## src/rtl/pcielf_pkg.sv

```systemverilog
package pcielf_pkg;

    localparam int CNT_W   = 32;
    localparam int MAX_NTS = 3;

    // Configuration register indexes
    localparam logic CFG_REQ_GEN   = 1'b0;
    localparam logic CFG_REQ_WIDTH = 1'b1;

    // Notification codes
    typedef enum logic [3:0] {
        NT_MACUP   = 4'd0,
        NT_LINKUP  = 4'd1,
        NT_LINKDN  = 4'd2,
        NT_HOSTUP  = 4'd3,
        NT_HOSTDN  = 4'd4,
        NT_BUSCHG  = 4'd5,
        NT_FAULT   = 4'd6,
        NT_SERDES  = 4'd7,
        NT_POWERDN = 4'd8,
        NT_NONE    = 4'd9
    } t_note;

    // Port state codes as seen on the output
    localparam logic [2:0] PS_OFF   = 3'd0;
    localparam logic [2:0] PS_FAULT = 3'd5;

    // One classified event: its notifications and the resulting state
    typedef struct packed {
        logic [1:0]                       num;
        t_note [MAX_NTS-1:0]              notes;
        logic [MAX_NTS-1:0][CNT_W-1:0]    counts;
        logic [2:0]                       pstate;
    } t_plan;

    // Queue status toward front and back
    typedef struct packed {
        logic empty;
        logic full;
    } t_q_status;

    function automatic t_plan plan_add(t_plan p, t_note nt, logic [CNT_W-1:0] c);
        t_plan r;
        r = p;
        if (p.num < 2'd3) begin
            r.notes[p.num]  = nt;
            r.counts[p.num] = c;
            r.num           = p.num + 2'd1;
        end
        return r;
    endfunction

endpackage

```

## src/rtl/pcie_port_link_fsm_top.sv

```systemverilog
// The first notification of an event passes through the queue, written at the edge that
// takes the event request, and then through the output register, loaded from the queue head.
// Throughput: 1 to 3 notifications per event, one per cycle from the output register while
// the receiver is ready; a new event is taken every cycle while the 2-entry queue between
// front and back has room, so the sustained rate is set by the back end.
// Reset (synchronous, active low) clears port state, bus, counters, config and the queue.
module pcie_port_link_fsm_top
    import pcielf_pkg::*;
(
    input  logic              i_clk,
    input  logic              i_rst_n,
    input  logic              i_in_valid,
    output logic              o_in_ready,
    input  logic [2:0]        i_kind,
    input  logic              i_gate_ok,
    input  logic [2:0]        i_link_gen,
    input  logic [5:0]        i_link_width,
    input  logic [7:0]        i_bus_number,
    output logic              o_out_valid,
    input  logic              i_out_ready,
    output logic [3:0]        o_note,
    output logic [CNT_W-1:0]  o_note_count,
    output logic [2:0]        o_port_state,
    output logic              o_last,
    input  logic              i_cfg_we,
    input  logic              i_cfg_index,
    input  logic [5:0]        i_cfg_data
);

    t_plan     w_plan;
    t_plan     w_head;
    t_q_status w_q_status;
    logic      w_push;
    logic      w_pop;

    pcielf_front u_front (
        .i_clk        (i_clk),
        .i_rst_n      (i_rst_n),
        .i_in_valid   (i_in_valid),
        .o_in_ready   (o_in_ready),
        .i_kind       (i_kind),
        .i_gate_ok    (i_gate_ok),
        .i_link_gen   (i_link_gen),
        .i_link_width (i_link_width),
        .i_bus_number (i_bus_number),
        .i_cfg_we     (i_cfg_we),
        .i_cfg_index  (i_cfg_index),
        .i_cfg_data   (i_cfg_data),
        .i_q_status   (w_q_status),
        .o_push       (w_push),
        .o_plan       (w_plan)
    );

    pcielf_queue u_queue (
        .i_clk    (i_clk),
        .i_rst_n  (i_rst_n),
        .i_push   (w_push),
        .i_plan   (w_plan),
        .i_pop    (w_pop),
        .o_head   (w_head),
        .o_status (w_q_status)
    );

    pcielf_back u_back (
        .i_clk        (i_clk),
        .i_rst_n      (i_rst_n),
        .i_head       (w_head),
        .i_q_status   (w_q_status),
        .o_pop        (w_pop),
        .o_out_valid  (o_out_valid),
        .i_out_ready  (i_out_ready),
        .o_note       (o_note),
        .o_note_count (o_note_count),
        .o_port_state (o_port_state),
        .o_last       (o_last)
    );

endmodule

```

## src/rtl/pcielf_front.sv

```systemverilog
module pcielf_front
    import pcielf_pkg::*;
(
    input  logic              i_clk,
    input  logic              i_rst_n,
    input  logic              i_in_valid,
    output logic              o_in_ready,
    input  logic [2:0]        i_kind,
    input  logic              i_gate_ok,
    input  logic [2:0]        i_link_gen,
    input  logic [5:0]        i_link_width,
    input  logic [7:0]        i_bus_number,
    input  logic              i_cfg_we,
    input  logic              i_cfg_index,
    input  logic [5:0]        i_cfg_data,
    input  t_q_status         i_q_status,
    output logic              o_push,
    output t_plan             o_plan
);

    typedef enum logic [2:0] {
        ST_OFF    = 3'd0,
        ST_DOWN   = 3'd1,
        ST_MACUP  = 3'd2,
        ST_LINKUP = 3'd3,
        ST_UP     = 3'd4,
        ST_FAULT  = 3'd5
    } t_state;

    typedef enum logic [2:0] {
        EV_MACDN  = 3'd0,
        EV_MACUP  = 3'd1,
        EV_LINKDN = 3'd2,
        EV_LINKUP = 3'd3,
        EV_BUSCHG = 3'd4,
        EV_PWRDN  = 3'd5
    } t_event;

    t_state             r_state, n_state;
    logic [7:0]         r_bus, n_bus;
    logic [CNT_W-1:0]   r_mac, n_mac;
    logic [CNT_W-1:0]   r_link, n_link;
    logic [CNT_W-1:0]   r_host, n_host;
    logic [CNT_W-1:0]   r_fault, n_fault;
    logic [2:0]         r_req_gen;
    logic [5:0]         r_req_width;
    logic               w_accept;
    logic               w_fault;
    logic               w_serdes;
    t_plan              w_plan;

    assign o_in_ready = !i_q_status.full;
    assign w_accept   = i_in_valid && o_in_ready;
    assign o_push     = w_accept;
    assign o_plan     = w_plan;

    assign w_serdes = ((r_req_gen != 3'd0) && (i_link_gen < r_req_gen)) ||
                      ((r_req_width != 6'd0) && (i_link_width < r_req_width));

    // Transition table and notification list for the offered event
    always_comb begin
        n_state = r_state;
        n_bus   = r_bus;
        n_mac   = r_mac;
        n_link  = r_link;
        n_host  = r_host;
        n_fault = r_fault;
        w_fault = 1'b0;
        w_plan  = '0;
        case (r_state)
            ST_OFF, ST_DOWN: begin
                if (i_kind == EV_MACUP) begin
                    n_state = ST_MACUP;
                    n_mac   = r_mac + 1'b1;
                    w_plan  = plan_add(w_plan, NT_MACUP, n_mac);
                end else if (i_kind == EV_LINKUP) begin
                    w_fault = 1'b1;
                end else if (i_kind == EV_PWRDN && r_state == ST_DOWN) begin
                    n_state = ST_OFF;
                    w_plan  = plan_add(w_plan, NT_POWERDN, '0);
                end
            end
            ST_MACUP: begin
                if (i_kind == EV_MACDN) begin
                    n_state = ST_DOWN;
                end else if (i_kind == EV_MACUP) begin
                    w_fault = 1'b1;
                end else if (i_kind == EV_LINKUP) begin
                    n_state = ST_LINKUP;
                    if (!i_gate_ok) begin
                        w_fault = 1'b1;
                    end else begin
                        n_bus  = i_bus_number;
                        n_link = r_link + 1'b1;
                        w_plan = plan_add(w_plan, NT_LINKUP, n_link);
                        if (w_serdes) begin
                            w_plan = plan_add(w_plan, NT_SERDES, '0);
                        end
                    end
                end else if (i_kind == EV_PWRDN) begin
                    n_state = ST_OFF;
                    w_plan  = plan_add(w_plan, NT_POWERDN, '0);
                end
            end
            ST_LINKUP: begin
                if (i_kind == EV_MACDN) begin
                    n_state = ST_DOWN;
                    w_plan  = plan_add(w_plan, NT_LINKDN, r_link);
                end else if (i_kind == EV_MACUP) begin
                    w_fault = 1'b1;
                end else if (i_kind == EV_LINKDN) begin
                    n_state = ST_MACUP;
                    w_plan  = plan_add(w_plan, NT_LINKDN, r_link);
                end else if (i_kind == EV_BUSCHG) begin
                    n_state = ST_UP;
                    n_bus   = i_bus_number;
                    if (i_bus_number != 8'd0 && i_bus_number != r_bus) begin
                        w_plan = plan_add(w_plan, NT_BUSCHG, '0);
                    end
                    n_host = r_host + 1'b1;
                    w_plan = plan_add(w_plan, NT_HOSTUP, n_host);
                end else if (i_kind == EV_PWRDN) begin
                    n_state = ST_OFF;
                    w_plan  = plan_add(w_plan, NT_LINKDN, r_link);
                    w_plan  = plan_add(w_plan, NT_POWERDN, '0);
                end
            end
            ST_UP: begin
                if (i_kind == EV_MACDN) begin
                    n_state = ST_DOWN;
                    n_bus   = 8'd0;
                    w_plan  = plan_add(w_plan, NT_HOSTDN, r_host);
                    w_plan  = plan_add(w_plan, NT_LINKDN, r_link);
                end else if (i_kind == EV_MACUP || i_kind == EV_LINKUP) begin
                    w_fault = 1'b1;
                end else if (i_kind == EV_LINKDN) begin
                    n_state = ST_MACUP;
                    n_bus   = 8'd0;
                    w_plan  = plan_add(w_plan, NT_HOSTDN, r_host);
                    w_plan  = plan_add(w_plan, NT_LINKDN, r_link);
                end else if (i_kind == EV_BUSCHG) begin
                    n_bus = i_bus_number;
                    if (i_bus_number != 8'd0 && i_bus_number != r_bus) begin
                        w_plan = plan_add(w_plan, NT_BUSCHG, '0);
                    end
                end else if (i_kind == EV_PWRDN) begin
                    n_state = ST_OFF;
                    n_bus   = 8'd0;
                    w_plan  = plan_add(w_plan, NT_HOSTDN, r_host);
                    w_plan  = plan_add(w_plan, NT_LINKDN, r_link);
                    w_plan  = plan_add(w_plan, NT_POWERDN, '0);
                end
            end
            default: begin
                if (i_kind == EV_MACDN) begin
                    n_state = ST_DOWN;
                end else if (i_kind == EV_PWRDN) begin
                    n_state = ST_OFF;
                    w_plan  = plan_add(w_plan, NT_POWERDN, '0);
                end
            end
        endcase

        // Invalid transition: always ends the action chain
        if (w_fault) begin
            n_fault = r_fault + 1'b1;
            if (n_state != ST_FAULT) begin
                n_state = ST_FAULT;
                w_plan  = plan_add(w_plan, NT_FAULT, n_fault);
            end
        end

        if (w_plan.num == 2'd0) begin
            w_plan = plan_add(w_plan, NT_NONE, '0);
        end
        w_plan.pstate = n_state;
    end

    // Port state, counters and configuration
    always_ff @(posedge i_clk) begin
        if (!i_rst_n) begin
            r_state     <= ST_OFF;
            r_bus       <= 8'd0;
            r_mac       <= '0;
            r_link      <= '0;
            r_host      <= '0;
            r_fault     <= '0;
            r_req_gen   <= 3'd0;
            r_req_width <= 6'd0;
        end else begin
            if (w_accept) begin
                r_state <= n_state;
                r_bus   <= n_bus;
                r_mac   <= n_mac;
                r_link  <= n_link;
                r_host  <= n_host;
                r_fault <= n_fault;
            end
            if (i_cfg_we) begin
                case (i_cfg_index)
                    CFG_REQ_GEN:   r_req_gen   <= i_cfg_data[2:0];
                    CFG_REQ_WIDTH: r_req_width <= i_cfg_data;
                    default: ;
                endcase
            end
        end
    end

endmodule

```

## src/rtl/pcielf_queue.sv

```systemverilog
module pcielf_queue
    import pcielf_pkg::*;
(
    input  logic      i_clk,
    input  logic      i_rst_n,
    input  logic      i_push,
    input  t_plan     i_plan,
    input  logic      i_pop,
    output t_plan     o_head,
    output t_q_status o_status
);

    t_plan      r_mem [2];
    logic       r_wr_ptr;
    logic       r_rd_ptr;
    logic [1:0] r_cnt;

    assign o_head         = r_mem[r_rd_ptr];
    assign o_status.empty = (r_cnt == 2'd0);
    assign o_status.full  = (r_cnt == 2'd2);

    // Entry storage
    always_ff @(posedge i_clk) begin
        if (i_push) begin
            r_mem[r_wr_ptr] <= i_plan;
        end
    end

    // Pointers and fill level
    always_ff @(posedge i_clk) begin
        if (!i_rst_n) begin
            r_wr_ptr <= 1'b0;
            r_rd_ptr <= 1'b0;
            r_cnt    <= 2'd0;
        end else begin
            if (i_push) begin
                r_wr_ptr <= !r_wr_ptr;
            end
            if (i_pop) begin
                r_rd_ptr <= !r_rd_ptr;
            end
            case ({i_push, i_pop})
                2'b10:   r_cnt <= r_cnt + 2'd1;
                2'b01:   r_cnt <= r_cnt - 2'd1;
                default: r_cnt <= r_cnt;
            endcase
        end
    end

endmodule

```

## src/rtl/pcielf_back.sv

```systemverilog
module pcielf_back
    import pcielf_pkg::*;
(
    input  logic              i_clk,
    input  logic              i_rst_n,
    input  t_plan             i_head,
    input  t_q_status         i_q_status,
    output logic              o_pop,
    output logic              o_out_valid,
    input  logic              i_out_ready,
    output logic [3:0]        o_note,
    output logic [CNT_W-1:0]  o_note_count,
    output logic [2:0]        o_port_state,
    output logic              o_last
);

    logic               r_valid;
    logic [1:0]         r_idx;
    t_note              r_note;
    logic [CNT_W-1:0]   r_count;
    logic [2:0]         r_pstate;
    logic               r_last;
    logic               w_load;
    logic               w_take;
    logic               w_end;

    // Output slot refills when empty or when its request is taken
    assign w_load = !r_valid || i_out_ready;
    assign w_take = w_load && !i_q_status.empty;
    assign w_end  = (r_idx == (i_head.num - 2'd1));
    assign o_pop  = w_take && w_end;

    always_ff @(posedge i_clk) begin
        if (!i_rst_n) begin
            r_valid <= 1'b0;
            r_idx   <= 2'd0;
        end else begin
            if (w_load) begin
                r_valid <= !i_q_status.empty;
            end
            if (w_take) begin
                r_idx <= w_end ? 2'd0 : (r_idx + 2'd1);
            end
        end
    end

    // Result payload, one notification per cycle while the slot refills from a non-empty queue
    always_ff @(posedge i_clk) begin
        if (w_take) begin
            r_note   <= i_head.notes[r_idx];
            r_count  <= i_head.counts[r_idx];
            r_pstate <= i_head.pstate;
            r_last   <= w_end;
        end
    end

    assign o_out_valid  = r_valid;
    assign o_note       = r_note;
    assign o_note_count = r_count;
    assign o_port_state = r_pstate;
    assign o_last       = r_last;

endmodule

```

## config.mk

```make
export PLATFORM = sky130hd
export DESIGN_NAME = pcie_port_link_fsm_top
export DESIGN_NICKNAME = d
export VERILOG_FILES = /design/src/rtl/pcielf_pkg.sv /design/src/rtl/pcie_port_link_fsm_top.sv /design/src/rtl/pcielf_front.sv /design/src/rtl/pcielf_queue.sv /design/src/rtl/pcielf_back.sv
export SDC_FILE = /design/constraint.sdc
export NUM_CORES = 1
export LEC_CHECK = 0
export BUFFER_PORTS_ARGS = -buffer_cell sky130_fd_sc_hd__buf_2
export CAP_MARGIN = 20
export CORE_MARGIN = 2
export CORE_UTILIZATION = 62
export CTS_CLUSTER_DIAMETER = 120
export CTS_CLUSTER_SIZE = 14
export DETAILED_ROUTE_END_ITERATION = 10
export GPL_TIMING_DRIVEN = 0
export HOLD_SLACK_MARGIN = 0.02
export PLACE_DENSITY = 0.82
export REMOVE_ABC_BUFFERS = 1
export SLEW_MARGIN = 40
export SYNTH_ARGS = -nofsm -noshare
export SYNTH_HDL_FRONTEND = slang
export SYNTH_SLANG_ARGS = --single-unit
```

## constraint.sdc

```tcl
create_clock -name i_clk -period 9.01 [get_ports i_clk]
set_clock_uncertainty 0.1 [all_clocks]
set_input_delay 0.901 -clock i_clk [delete_from_list [all_inputs] [get_ports i_clk]]
set_output_delay 0.901 -clock i_clk [all_outputs]
set_load 0.02 [all_outputs]
```

==> results.txt <==
The wire length of the first global-routing pass came out at 78800 um. The worst slack at placement is 5.29 ns. Of the cells placed in the final design, the portion with a size suffix greater than 1 is 11.5%. The total number of nets in the final design came out at 2049. The worst-case hold slack came out at 0.369 ns.

The total overflow left after global routing is 0. The highest cell delay on the worst timing path is 0.95 ns. After routing, the total negative slack on setup checks comes to 0 ns.

The data required time at the worst endpoint came out at 9.18 ns. The detailed router's first-iteration violation count came out at 1771. The type of element launching the critical path is a flip-flop.

The H-tree depth came out at 2. The number of cells in the design after placement came out at 2415. The portion of total power attributed to the clock network came out at 27.2%. The tool flagged a number of max-cap violations equal to 0. The number of setup buffers added after CTS came out at 0. Counting the buffers created by CTS gives 35.

The count of final setup violators is 0. The die covers 0.0352 mm^2. For this run, the leading register cell type out of synthesis is edfxtp_1.

The gate count of the mapped netlist came out at 1932. The final-report hold violation count is 0. STA puts the critical path data arrival time at 4.10 ns.

Synthesis instantiated 77 different standard cells from the library. The internal portion of the total power is 3650 uW. In this run the tightest slew margin relative to its limit is 42.3%. At the pin with the least slew margin, the transition time is 0.866 ns.

Clock-pin slew was measured on the worst setup and hold paths at 0.07 ns. The cell that appears most often on the critical path is a21oi_1. After detailed routing, the total wire length is 49400 um. The DRC violations left is 0. The worst setup path is of the flip-flop to flip-flop kind. The switching share of power is 28.9%.

The logic gate share of total power is 23.0%. After synthesis the netlist holds a flip-flop and latch count of 420. The synthesized design devotes to its leading area cell type 37.9% of total area. The floorplan step defined a core boundary enclosing 0.0334 mm^2. The cell row count came out at 67. The later pin in the worst-skew pair is clocked with a latency of 0.53 ns.

IR analysis of the VDD net gives a maximum drop of 162 uV. The number of antenna violations at the first check in global routing came out at 1. The chip height came out at 188 um. The count of vias placed by the detailed router came out at 14900. The largest fanout on the critical path is 22. Clock tree synthesis found a total of 420 sinks.

The power density relative to cell area came out at 222 mW/mm^2. The most common cell in the synthesized netlist is edfxtp_1. The commonest cells after synthesis are 264 x edfxtp_1, 197 x nand2_1, 156 x dfxtp_1, 133 x xnor2_1, 109 x and2_1. Clock tree synthesis selected as its root buffer the cell clkbuf_16. The final clock period utilization by the worst path came out at 43.6%. The detail route stage leaves a number of antenna-violating nets equal to 0. The HPWL reported at the end of detailed placement came out at 34800 um.

The final estimated routing congestion in global placement is 0.974. The critical path goes through nand3_1 > a21oi_1 > and2_1 > a21o_1 > a21oi_1 > a32oi_1. The maximum count of clock buffers along a single path came out at 3. The critical path contains buffers and inverters numbering 0 combined. The post-detailed-route via-to-cell ratio came out at 6.02.

The average cell area after synthesis is 10.8 um^2. The count of buffers added on input and output ports is 74. In the final routed layout, each cell accounts on average for 20.0 um. The largest individual stage delay along the critical path comes from the cell a21oi_1. Yosys attributes the largest share of cell area to edfxtp_1 38%, dfxtp_1 15%, xnor2_1 5.6%. The layout overhead on the synthesized area is 10.6%. STA classifies the critical path endpoint as a flip-flop. The count of synthesis-stage warnings from yosys is 0. The number of hold buffers added after cts is 0. Setup repair after global routing left no endpoint under its margin. The final worst setup slack is 5.08 ns.

The I/O pin count is 75. The sequential share of power is 49.8%. The number of synthesized flops with an enable pin is 264. The cell area that synthesis handed to floorplanning was 0.0209 mm^2. The share of the Yosys chip area taken by registers is 52.9%. In the global route stage, overall resource usage came out at 28.3%. The CTS tree is done. The worst path needs 3.93 ns of the cycle, external delays included. The filler-free cell count of the finished design is 2475. The worst hold-check path type is flip-flop to flip-flop.

Once the floorplan was initialized, standard cells occupied 62.6% of the core. The via count of the first global-routing pass came out at 14200. The number of slew-limit violations in the final report came to 0. The number of detailed-route iterations in the first pass is 6. Entering global routing, the biggest net connects 85 pins. After synthesis, the share of flip-flops with an asynchronous set or reset is 0%. The library cell with the largest summed area after synthesis is edfxtp_1. Based on the critical path, the design can be clocked at up to 0.255 GHz. The net switching power of the design is 1480 uW. The cell family contributing the most delay on the critical path is compound AO/OA/AOI/OAI gates. The number of resized instances in the post-cts repair step is 0.

The static leakage power is 0.00786 uW. The horizontal die dimension came out at 188 um. The flow ran to the end, and the final reports show no timing, DRC or antenna violations.
[power groups by stage]
| stage | Combinational [uW] | Clock [uW] | Sequential (uW) |
|---|---|---|---|
| after floorplan | 579 | 0 | 2780 |
| after global placement | 968 | 0 | 2700 |
| after detailed placement | 1180 | 0 | 2590 |
| after CTS | 1190 | 1420 | 2560 |
| after global routing | 1270 | 1490 | 2580 |
| final | 1180 | 1400 | 2550 |
[state kept, by name, indices dropped and copies added, names as in the netlist, 4 cells and up, named ones only]
name                 cells
u_back.o_note            4
u_back.o_note_count     32
u_front.r_bus            8
u_front.r_fault         32
u_front.r_host          32
u_front.r_link          32
u_front.r_mac           32
u_front.r_req_width      6
u_queue.r_mem          224
[placed cells by master, fill, tap and decap left out, types with 39 or more instances in the layout]
cell type,count
mux2i_1,39
dfxtp_1,153
edfxtp_1,264
o22ai_1,45
inv_1,55
conb_1,68
o21ai_0,89
xnor2_1,133
and2_1,109
xor2_1,104
nand3_1,64
nor2_1,98
nand2_1,197
buf_2,76
[area by class of cell]
type                            instances  area [um^2]
Antenna cell                            1         2.50
Clock buffer                           57          958
Clock inverter                          2         32.5
Fill cell                            2458        10300
Inverter                               56          210
Multi-Input combinational cell       1388         9440
Sequential cell                       420        11100
Tap cell                              448          561
Timing Repair Buffer                  103          848
[per-stage QoR]
step	utilization, %	area [um^2]	power [uW]
6_report	69.3	23100	5130
5_1_grt	69.3	23100	5340
4_1_cts	69.2	23100	5160
3_5_place_dp	66.2	22100	3770
3_3_place_gp	64.5	21500	3670
2_1_floorplan	-	20600	3360
[routing by layer]
layer  vias up  global-route usage, %  wire length, um
li1       7009                      -                -
met1      7131                   41.0            20800
met2       681                   45.6            23300
met3        73                   3.59             4160
met4         0                   7.51             1230
met5         -                      0                0
[worst reg2reg max path, stage by stage (launching register included)]
cell,delay [ns]
dfxtp_1,0.86
nand3_1,0.79
a21oi_1,0.96
and2_1,0.37
a21o_1,0.12
a21oi_1,0.06
a32oi_1,0.43
[logic make-up after synthesis]
family,after synthesis,share of synthesized area (%)
other,1,0.0179
AO/OA/AOI/OAI,308,9.76
AND/OR/NAND/NOR,684,17.0
buffers and inverters,191,3.78
multiplexers,79,5.96
adder cells (fa/ha/maj),12,0.718
flip-flops,420,52.9
XOR/XNOR,237,9.93
[worst paths after layout]
| kind | slack [ns] | cells past startpoint | from | to |
|---|---|---|---|---|
| max | 5.08 | 6 | u_front.r_state[1] | u_queue.r_mem[1][16] |
| min | 0.37 | 2 | u_front.r_req_width[3] | u_front.r_req_width[3] |
| max reg2reg | 5.08 | 6 | u_front.r_state[1] | u_queue.r_mem[1][16] |
| min reg2reg | 0.37 | 2 | u_front.r_req_width[3] | u_front.r_req_width[3] |
(Power assumes the default switching activity.)
